`config.mk`:
```
export PLATFORM = sky130hd
export DESIGN_NAME = cascading_prescaled_timer_bank_core
export DESIGN_NICKNAME = d
export VERILOG_FILES = /design/src/hdl/tcb_pkg.sv /design/src/hdl/tcb_div.sv /design/src/hdl/cascading_prescaled_timer_bank_core.sv
export SDC_FILE = /design/constraint.sdc
export NUM_CORES = 1
export LEC_CHECK = 0
export BUFFER_PORTS_ARGS = -buffer_cell sky130_fd_sc_hd__buf_4
export CORE_ASPECT_RATIO = 1.25
export CORE_MARGIN = 8
export CORE_UTILIZATION = 45
export DETAILED_ROUTE_END_ITERATION = 16
export PLACE_DENSITY_LB_ADDON = 0.1
export SLEW_MARGIN = 20
export SYNTH_ARGS = -nofsm -noshare
export SYNTH_HDL_FRONTEND = slang
export SYNTH_SLANG_ARGS = --single-unit
```
`constraint.sdc`:
```
create_clock -name clk -period 8.1 [get_ports clk]
set_input_delay 1.62 -clock clk [delete_from_list [all_inputs] [get_ports clk]]
set_output_delay 1.62 -clock clk [all_outputs]
set_load 0.05 [all_outputs]
```
`src/hdl/tcb_pkg.sv`:
```
// Shared types, constants and helpers for the cascading prescaled timer bank.
// No dependencies; used by tcb_div and cascading_prescaled_timer_bank_core.
`timescale 1ns / 1ps
`default_nettype none
package tcb_pkg;

	localparam int NUM_CHANNELS = 4;
	localparam int CNT_W = 16;   // counter / reload width
	localparam int RES_W = 11;   // signed prescale residue
	localparam int INC_W = 17;   // increment, threshold and overflow count width
	localparam int EST_W = 27;   // ticks-until-irq estimate width
	localparam int IN_W = 32;    // s_tdata width
	localparam int OUT_W = 72;   // m_tdata width

	typedef enum logic [1:0] {
		OP_READ  = 2'd0,
		OP_WRITE = 2'd1,
		OP_RUN   = 2'd2,
		OP_NONE  = 2'd3
	} op_t;

	typedef enum logic [1:0] {
		OFF_LO   = 2'd0,
		OFF_HI   = 2'd1,
		OFF_CTRL = 2'd2,
		OFF_NONE = 2'd3
	} off_t;

	// prescaler: 1, 64, 256, 1024 ticks per count
	function automatic logic [3:0] tick_shift(input logic [1:0] sel);
		logic [3:0] s;
		case (sel)
			2'd0: s = 4'd0;
			2'd1: s = 4'd6;
			2'd2: s = 4'd8;
			default: s = 4'd10;
		endcase
		return s;
	endfunction

	function automatic logic [9:0] tick_mask(input logic [1:0] sel);
		logic [9:0] m;
		case (sel)
			2'd0: m = 10'h000;
			2'd1: m = 10'h03F;
			2'd2: m = 10'h0FF;
			default: m = 10'h3FF;
		endcase
		return m;
	endfunction

endpackage
`default_nettype wire

```
`src/hdl/tcb_div.sv`:
```
// Iterative restoring divider, one quotient bit per cycle.
// Depends on tcb_pkg for the default width.
`timescale 1ns / 1ps
`default_nettype none
module tcb_div #(
	parameter int W = tcb_pkg::INC_W
) (
	input  wire logic         clk,
	input  wire logic         arst_n,
	input  wire logic         start,
	input  wire logic [W-1:0] dividend,
	input  wire logic [W-1:0] divisor,
	output logic              busy,
	output logic              done,
	output logic [W-1:0]      quot,
	output logic [W-1:0]      rem
);

	localparam int CW = $clog2(W + 1);

	logic [W-1:0]  q_q, r_q, d_q;
	logic [CW-1:0] cnt_q;
	logic          busy_q, done_q;
	logic [W:0]    sh, diff;

	assign sh = {r_q, q_q[W-1]};
	assign diff = sh - {1'b0, d_q};

	always_ff @(posedge clk or negedge arst_n) begin
		if (!arst_n) begin
			busy_q <= 1'b0;
			done_q <= 1'b0;
			cnt_q <= '0;
		end else begin
			done_q <= 1'b0;
			if (start) begin
				busy_q <= 1'b1;
				cnt_q <= CW'(W);
			end else if (busy_q) begin
				cnt_q <= cnt_q - 1'b1;
				if (cnt_q == CW'(1)) begin
					busy_q <= 1'b0;
					done_q <= 1'b1;
				end
			end
		end
	end

	always_ff @(posedge clk) begin
		if (start) begin
			q_q <= dividend;
			r_q <= '0;
			d_q <= divisor;
		end else if (busy_q) begin
			if (!diff[W]) begin
				r_q <= diff[W-1:0];
				q_q <= {q_q[W-2:0], 1'b1};
			end else begin
				r_q <= sh[W-1:0];
				q_q <= {q_q[W-2:0], 1'b0};
			end
		end
	end

	assign busy = busy_q;
	assign done = done_q;
	assign quot = q_q;
	assign rem = r_q;

endmodule
`default_nettype wire

```
`src/hdl/cascading_prescaled_timer_bank_core.sv`:
```
// Top level of the cascading prescaled timer bank: sequencer, timer state, output register.
// Depends on tcb_pkg and tcb_div.
`timescale 1ns / 1ps
`default_nettype none
// A bank of NumChannels 16-bit up-counting timers with prescalers and a cascade chain.
// Each input beat is a byte register read, a byte register write or a run of run_ticks
// clock ticks, and yields one output beat. One sequencer visits the channels one at a
// time and drives a shared 17-bit subtract/compare path plus one iterative divider.
// A read, write or idle operation does the access, then scans each channel in turn for
// the next interrupt. A run visits each channel in turn (S_RUN, S_ADV when it advances,
// S_REC), and a channel that wraps more than once also waits in S_DIV while the divider
// works out the reload spans crossed, one quotient bit a cycle; then comes the same scan.
// s_tready is low while an item is in work; the next beat is taken only once the output
// register is empty or its result is being taken.
module cascading_prescaled_timer_bank_core #(
	parameter int NumChannels = tcb_pkg::NUM_CHANNELS
) (
	input  wire logic                     clk,
	input  wire logic                     arst_n,
	input  wire logic                     s_tvalid,
	output logic                          s_tready,
	// [1:0] operation, [3:2] channel, [5:4] offset, [13:6] write_data, [29:14] run_ticks
	input  wire logic [tcb_pkg::IN_W-1:0] s_tdata,
	output logic                          m_tvalid,
	input  wire logic                     m_tready,
	// [7:0] read_data, [11:8] irq_raised, [27:12] overflows_timer0,
	// [43:28] overflows_timer1, [44] irq_due_valid, [71:45] cycles_until_irq
	output logic [tcb_pkg::OUT_W-1:0]     m_tdata
);

	localparam int CW = (NumChannels > 1) ? $clog2(NumChannels) : 1;
	localparam int IW = tcb_pkg::INC_W;
	localparam int EW = tcb_pkg::EST_W;
	localparam int RW = tcb_pkg::RES_W;

	typedef enum logic [6:0] {
		S_IDLE = 7'b0000001,
		S_ACC  = 7'b0000010,
		S_RUN  = 7'b0000100,
		S_ADV  = 7'b0001000,
		S_DIV  = 7'b0010000,
		S_REC  = 7'b0100000,
		S_EST  = 7'b1000000
	} state_t;

	state_t state_q;

	logic [15:0]   reload_q [NumChannels];
	logic [15:0]   count_q  [NumChannels];
	logic [RW-1:0] res_q    [NumChannels];
	logic [1:0]    psel_q   [NumChannels];
	logic          casc_q   [NumChannels];
	logic          irqen_q  [NumChannels];
	logic          en_q     [NumChannels];

	logic [CW-1:0] ch_q;
	logic          addr_ok_q;
	tcb_pkg::op_t  op_q;
	tcb_pkg::off_t off_q;
	logic [7:0]    wdata_q;
	logic [15:0]   ticks_q;
	logic [IW-1:0] inc_q, carry_q, ovf_q;
	logic [7:0]    rd_q;
	logic [3:0]    irq_q;
	logic [15:0]   ovf0_q, ovf1_q;
	logic          best_ok_q;
	logic [EW-1:0] best_q;
	logic          m_valid_q;
	logic [tcb_pkg::OUT_W-1:0] m_data_q;

	logic          accept, last_ch;
	logic [1:0]    in_op, in_ch, in_off;

	// per-channel views at the sequencer address
	logic [15:0]   cur_cnt, cur_rel;
	logic [RW-1:0] cur_res;
	logic [1:0]    cur_sel;
	logic [3:0]    cur_shift;
	logic          cur_due;
	logic [17:0]   avail;
	logic [IW-1:0] thr, thr_rel, rem_inc;
	logic [IW-1:0] cnt_ext;
	logic [EW-1:0] span_sh;
	logic [EW:0]   need;
	logic [EW-1:0] need_sat;

	logic          div_start, div_busy, div_done;
	logic [IW-1:0] div_quot, div_rem;

	assign in_op = s_tdata[1:0];
	assign in_ch = s_tdata[3:2];
	assign in_off = s_tdata[5:4];

	assign s_tready = (state_q == S_IDLE) && (!m_valid_q || m_tready);
	assign accept = s_tvalid && s_tready;
	assign last_ch = (ch_q == CW'(NumChannels - 1));

	assign cur_cnt = count_q[ch_q];
	assign cur_rel = reload_q[ch_q];
	assign cur_res = res_q[ch_q];
	assign cur_sel = psel_q[ch_q];
	assign cur_shift = tcb_pkg::tick_shift(cur_sel);
	assign cur_due = irqen_q[ch_q] && en_q[ch_q] && !casc_q[ch_q];

	assign avail = {{(18 - RW){cur_res[RW-1]}}, cur_res} + {2'b00, ticks_q};
	assign cnt_ext = {1'b0, cur_cnt};
	assign thr = 17'h10000 - cnt_ext;
	assign thr_rel = 17'h10000 - {1'b0, cur_rel};
	assign rem_inc = inc_q - thr;

	assign span_sh = EW'(thr) << cur_shift;
	assign need = {1'b0, span_sh} - {{(EW + 1 - RW){cur_res[RW-1]}}, cur_res};
	assign need_sat = need[EW] ? '0 : need[EW-1:0];

	assign div_start = (state_q == S_ADV) && (inc_q >= thr) && (rem_inc >= thr_rel);

	tcb_div #(.W(IW)) u_div (
		.clk      (clk),
		.arst_n   (arst_n),
		.start    (div_start),
		.dividend (rem_inc),
		.divisor  (thr_rel),
		.busy     (div_busy),
		.done     (div_done),
		.quot     (div_quot),
		.rem      (div_rem)
	);

	always_ff @(posedge clk or negedge arst_n) begin
		if (!arst_n) begin
			state_q <= S_IDLE;
			m_valid_q <= 1'b0;
			ch_q <= '0;
			for (int i = 0; i < NumChannels; i++) begin
				reload_q[i] <= '0;
				count_q[i] <= '0;
				res_q[i] <= '0;
				psel_q[i] <= '0;
				casc_q[i] <= 1'b0;
				irqen_q[i] <= 1'b0;
				en_q[i] <= 1'b0;
			end
		end else begin
			if (m_valid_q && m_tready)
				m_valid_q <= 1'b0;
			unique case (state_q)
				S_IDLE: begin
					if (accept) begin
						if (in_op == tcb_pkg::OP_RUN) begin
							ch_q <= '0;
							state_q <= S_RUN;
						end else begin
							ch_q <= CW'(in_ch);
							state_q <= S_ACC;
						end
					end
				end
				S_ACC: begin
					if (op_q == tcb_pkg::OP_WRITE && addr_ok_q) begin
						case (off_q)
							tcb_pkg::OFF_LO: reload_q[ch_q][7:0] <= wdata_q;
							tcb_pkg::OFF_HI: reload_q[ch_q][15:8] <= wdata_q;
							tcb_pkg::OFF_CTRL: begin
								psel_q[ch_q] <= wdata_q[1:0];
								casc_q[ch_q] <= wdata_q[2];
								irqen_q[ch_q] <= wdata_q[6];
								en_q[ch_q] <= wdata_q[7];
								// enable rising: reload and restart prescaler
								if (!en_q[ch_q] && wdata_q[7]) begin
									res_q[ch_q] <= -RW'(2);
									count_q[ch_q] <= cur_rel;
								end
							end
							default: ;
						endcase
					end
					ch_q <= '0;
					state_q <= S_EST;
				end
				S_RUN: begin
					if (en_q[ch_q] && !casc_q[ch_q]) begin
						if (avail[17]) begin
							res_q[ch_q] <= avail[RW-1:0];
							state_q <= S_REC;
						end else begin
							res_q[ch_q] <= RW'(avail[9:0] & tcb_pkg::tick_mask(cur_sel));
							state_q <= S_ADV;
						end
					end else if (ch_q != '0 && en_q[ch_q] && casc_q[ch_q] && carry_q != '0) begin
						state_q <= S_ADV;
					end else begin
						state_q <= S_REC;
					end
				end
				S_ADV: begin
					if (inc_q >= thr) begin
						if (rem_inc >= thr_rel) begin
							state_q <= S_DIV;
						end else begin
							count_q[ch_q] <= cur_rel + rem_inc[15:0];
							state_q <= S_REC;
						end
					end else begin
						count_q[ch_q] <= cur_cnt + inc_q[15:0];
						state_q <= S_REC;
					end
				end
				S_DIV: begin
					if (div_done) begin
						count_q[ch_q] <= cur_rel + div_rem[15:0];
						state_q <= S_REC;
					end
				end
				S_REC: begin
					ch_q <= last_ch ? '0 : ch_q + 1'b1;
					state_q <= last_ch ? S_EST : S_RUN;
				end
				S_EST: begin
					if (last_ch) begin
						ch_q <= '0;
						m_valid_q <= 1'b1;
						state_q <= S_IDLE;
					end else begin
						ch_q <= ch_q + 1'b1;
					end
				end
				default: state_q <= S_IDLE;
			endcase
		end
	end

	// datapath registers, no reset needed
	always_ff @(posedge clk) begin
		if (accept) begin
			op_q <= tcb_pkg::op_t'(in_op);
			off_q <= tcb_pkg::off_t'(in_off);
			wdata_q <= s_tdata[13:6];
			ticks_q <= s_tdata[29:14];
			addr_ok_q <= (32'(in_ch) < NumChannels);
			rd_q <= '0;
			irq_q <= '0;
			ovf0_q <= '0;
			ovf1_q <= '0;
			carry_q <= '0;
			best_ok_q <= 1'b0;
			best_q <= '0;
		end
		case (state_q)
			S_ACC: begin
				if (op_q == tcb_pkg::OP_READ && addr_ok_q) begin
					case (off_q)
						tcb_pkg::OFF_LO: rd_q <= cur_cnt[7:0];
						tcb_pkg::OFF_HI: rd_q <= cur_cnt[15:8];
						tcb_pkg::OFF_CTRL:
							rd_q <= {en_q[ch_q], irqen_q[ch_q], 3'b000, casc_q[ch_q], cur_sel};
						default: rd_q <= '0;
					endcase
				end
			end
			S_RUN: begin
				ovf_q <= '0;
				if (en_q[ch_q] && !casc_q[ch_q])
					inc_q <= avail[IW-1:0] >> cur_shift;
				else
					inc_q <= carry_q;
			end
			S_ADV: begin
				if (inc_q >= thr)
					ovf_q <= IW'(1);
			end
			S_DIV: begin
				if (div_done)
					ovf_q <= div_quot + 1'b1;
			end
			S_REC: begin
				carry_q <= ovf_q;
				if (ovf_q != '0 && irqen_q[ch_q] && 32'(ch_q) < 4)
					irq_q[2'(ch_q)] <= 1'b1;
				if (ch_q == CW'(0))
					ovf0_q <= ovf_q[15:0];
				if (ch_q == CW'(1))
					ovf1_q <= ovf_q[15:0];
			end
			S_EST: begin
				if (cur_due) begin
					best_ok_q <= 1'b1;
					if (!best_ok_q || need_sat < best_q)
						best_q <= need_sat;
				end
				if (last_ch) begin
					m_data_q <= {
						(cur_due && (!best_ok_q || need_sat < best_q)) ? need_sat : best_q,
						best_ok_q || cur_due, ovf1_q, ovf0_q, irq_q, rd_q};
				end
			end
			default: ;
		endcase
	end

	assign m_tvalid = m_valid_q;
	assign m_tdata = m_data_q;

`ifndef SYNTHESIS
	a_ready_div_idle: assert property (@(posedge clk) disable iff (!arst_n)
		s_tready |-> !div_busy)
		else $error("input ready while divider busy");
	a_result_from_scan: assert property (@(posedge clk) disable iff (!arst_n)
		$rose(m_tvalid) |-> $past(state_q == S_EST))
		else $error("result raised outside scan");
	a_div_wait: assert property (@(posedge clk) disable iff (!arst_n)
		(state_q == S_DIV) |-> (div_busy || div_done))
		else $error("waiting on idle divider");
	a_one_beat_in_flight: assert property (@(posedge clk) disable iff (!arst_n)
		accept |=> !s_tready)
		else $error("second beat taken while busy");
`endif

endmodule
`default_nettype wire
```
==> out/results.ini <==
[setup_path]
crit_top_cell = buf_4
cp_max_fo = 26
cp_data_required_time_ps = 8440
cp_data_arrival_time_ps = 8020
endpoint_kind = flop
path_class = reg -> reg
worst_setup_path_start_kind = flop
critPathSlowestCell = mux4_2
max_stage_delay_ps = 540

[clock_network]
cts_root_buf = clkbuf_16
cts.sinks = 483
insertion_delay_ps = 610
clk_pin_slew_worst_paths_ps = 70
clk_path_buf_depth = 3
holdBufCountCts = 0
cts_tree = done
numCtsBuffers = 52
htree_levels = 2

[die]
die_x_um = 239.5
pin_count = 110
initial_utilization_pct = 45.40
rows = 102
chipHeight_um = 295.4
die-area_um2 = 70750
core_um2 = 61900

[finish]
syn2layout_area_growth_pct = 14.18
final_util_pct = 51.84
antennaDiodeCount = 0
nets = 3023
drive_gt1_share_pct = 20.57

[pwr]
p_comb_share_pct = 51.1
netSwitchingFraction_pct = 41.45
p_switching_mw = 4.682
power_frac_seq_pct = 27.7
power_mw = 11.29
cell_internal_pwr_mw = 6.612
pwr-share-clk_pct = 21.1
ir_drop_v = 0.0001826
power_density_nw_per_um2 = 352.0
p_leak_nw = 14.09

[placement]
routabilityCongestion = 0.9437
port_buffers = 107
post-dp-hpwl_mm = 60.31

[yosys]
synth.distinct_cells = 94
avgSynthCellArea_um2 = 10.60
synth_edf_count = 185
ys_top_cells_by_area = edfxtp_1 (20%), dfrtp_1 (19%), ha_1 (7.8%), mux2_2 (7.3%), dfxtp_1 (6.3%)
ys_seq_area_share_pct = 44.72
ys_warn_count = 0
yosysTopAreaCellShare_pct = 19.77
ys_ff_latch = 483
yosys.area.top_type = edfxtp_1
syn_nets = 2869
syn-cell-area_um2 = 28100
post-synth-top-count-cell = nand2_1
synthCells = 2651
synth_top_cells_by_count = nand2_1 (249), dfrtp_1 (208), nor2_1 (198), edfxtp_1 (185), mux2_2 (181)
synthArstFlopShare_pct = 43.27
ys.flop_type = dfrtp_1

[detailed_routing]
wl_per_cell_um = 21.82
wl_met3_mm = 3.158
route.met2.wl_mm = 41.70
firstDrtPassIters = 5
ant_nets = 0
drcViolationCount = 0
viasPerCell = 5.641
dr.first_iter.drc_count = 1192
wirelength_met1_mm = 32.44
highest_layer = met4
routed_wl_mm = 80.30
via_count = 20770

[sta]
finalSetupTns_ps = 0
final_max_slew_viol_count = 0
min_period_ps = 7678
final.hold.worst_slack_ps = 428.4
fin_crit_sh_pct = 94.79
finalSetupViolCount = 0
finalHoldViolCount = 0
fin_skew_ps = 20.67
relSlewSlack_pct = 18.58
max_freq_mhz = 130.2
worst_pin_slew_ps = 1219

[run_status]
outcome = complete, no violations

[global_route]
grt-ovfl-total = 0
grt_util_all_layers_pct = 22.50
antenna_found_initial = 0
grt_pass1_wl_mm = 123.8
grt_start_max_net_pins = 89
first_global_vias = 21420

[run]
max_cap_violations = 0

[hold_path]
min_path_type = reg -> reg

==> power by group through the flow <==
stage / Sequential, mW / Combinational, mW / Clock (mW)
floorplan: 3.08 / 3.98 / 0
global placement: 3.18 / 5.51 / 0
detailed placement: 3.19 / 5.57 / 0
CTS: 3.14 / 5.62 / 2.45
global route: 3.16 / 6.39 / 2.54
finish: 3.13 / 5.78 / 2.39
==> kinds of logic after synthesis <==
family / synth area share [%]
flops: 44.72
simple gates: 12.80
buf+inv: 3.246
compound gates: 13.27
fa+ha+maj: 8.290
mux: 13.08
xor+xnor: 4.599
==> critical path, delay by kind of cell (launching register included) <==
kind	cells	cell delay, ps
XOR/XNOR	2	480
adder cells (fa/ha/maj)	2	590
flip-flops	1	530
AO/OA/AOI/OAI	11	1910
buffers and inverters	8	1210
AND/OR/NAND/NOR	8	1790
multiplexers	2	900
==> repair_timing <==
| item | CTS | global route |
|---|---|---|
| setup endpoints to repair | 17 | 41 |
| setup buffers | 0 | 12 |
| cloned | 0 | 1 |
| pin swaps | 0 | 3 |
| gates resized for setup | 1 | 15 |
| hold endpoints to repair | 0 | 0 |
==> worst paths after layout <==
path / from / end / slack (ps) / cells past startpoint
max in group asynchronous: arst_n / ch_q[0]$_DFFE_PN0P_ / 5480 / 2
min reg2reg: ovf0_q[1]$_DFF_P_ / m_tdata[13]$_DFFE_PP_ / 430 / 0
max: ch_q[0]$_DFFE_PN0P_ / m_tdata[67]$_DFFE_PP_ / 420 / 33
max reg2reg: ch_q[0]$_DFFE_PN0P_ / m_tdata[67]$_DFFE_PP_ / 420 / 33
min in group asynchronous: arst_n / reload_q[17]$_DFFE_PN0P_ / 1070 / 1
min: ovf0_q[1]$_DFF_P_ / m_tdata[13]$_DFFE_PP_ / 430 / 0
==> routing by layer <==
layer,GRT usage [%],vias up
met5,0,-
met4,8.657,0
met3,2.592,141
met2,41.07,488
met1,26.83,10200
li1,-,9937
==> layout by cell type, fill, tap and decap left out, types with 8 or more instances in the layout <==
master	synthesis	layout
a21o_1	61	61
a211oi_1	19	19
o21bai_1	8	8
nor3_1	43	42
nand4_1	19	19
a22o_1	13	13
xor2_1	63	62
and2_1	49	47
a22oi_1	11	10
nor2_1	198	197
nor2b_1	25	25
or3_1	21	21
o31ai_1	12	11
dfxtp_1	89	89
o211ai_1	12	12
or2_2	8	8
o21ai_0	164	164
ha_1	175	175
o21a_1	24	24
nand3_1	34	34
a21oi_1	175	173
and3_1	21	20
mux2_2	181	181
inv_1	124	123
clkbuf_16	0	52
xnor2_1	77	76
nand2_1	249	249
buf_4	0	197
nand2b_1	14	14
mux2i_1	33	33
dfrtp_1	208	206
clkinv_2	0	8
edfxtp_1	185	185
a31oi_1	24	23
nor4_1	11	11
mux2_4	18	18
mux4_2	46	46
clkbuf_1	76	16
==> final cells by class <==
cell class                 instances  area, um^2
clock inverter                    24       260.3
inverter                         124       465.4
tap                              832        1041
fill                            5611       29810
timing repair buffer             202        1564
clock buffer                      74        1444
multi-input combinational       1942       14740
sequential                       483       12570
==> registers in the layout, indices dropped and copies added, names as in the netlist, 8 cells and up <==
register / count
u_div.quot: 17
ovf1_q: 16
count_q: 64
ticks_q: 16
u_div.rem: 17
inc_q: 17
ovf_q: 17
m_tdata: 72
wdata_q: 8
ovf0_q: 16
res_q: 44
best_q: 27
psel_q: 8
u_div.d_q: 17
reload_q: 64
carry_q: 17
rd_q: 8
==> metrics by stage <==
stage,instances,instance area (um^2),worst slack [ps]
floorplan,2651,28100,225.1
global placement,3570,30200,85.25
detailed placement,3570,30200,6.640
CTS,3668,31910,93.82
global route,3681,32090,-15.84
finish,3681,32090,421.8
No activity file was read; power rests on OpenSTA's default activity.
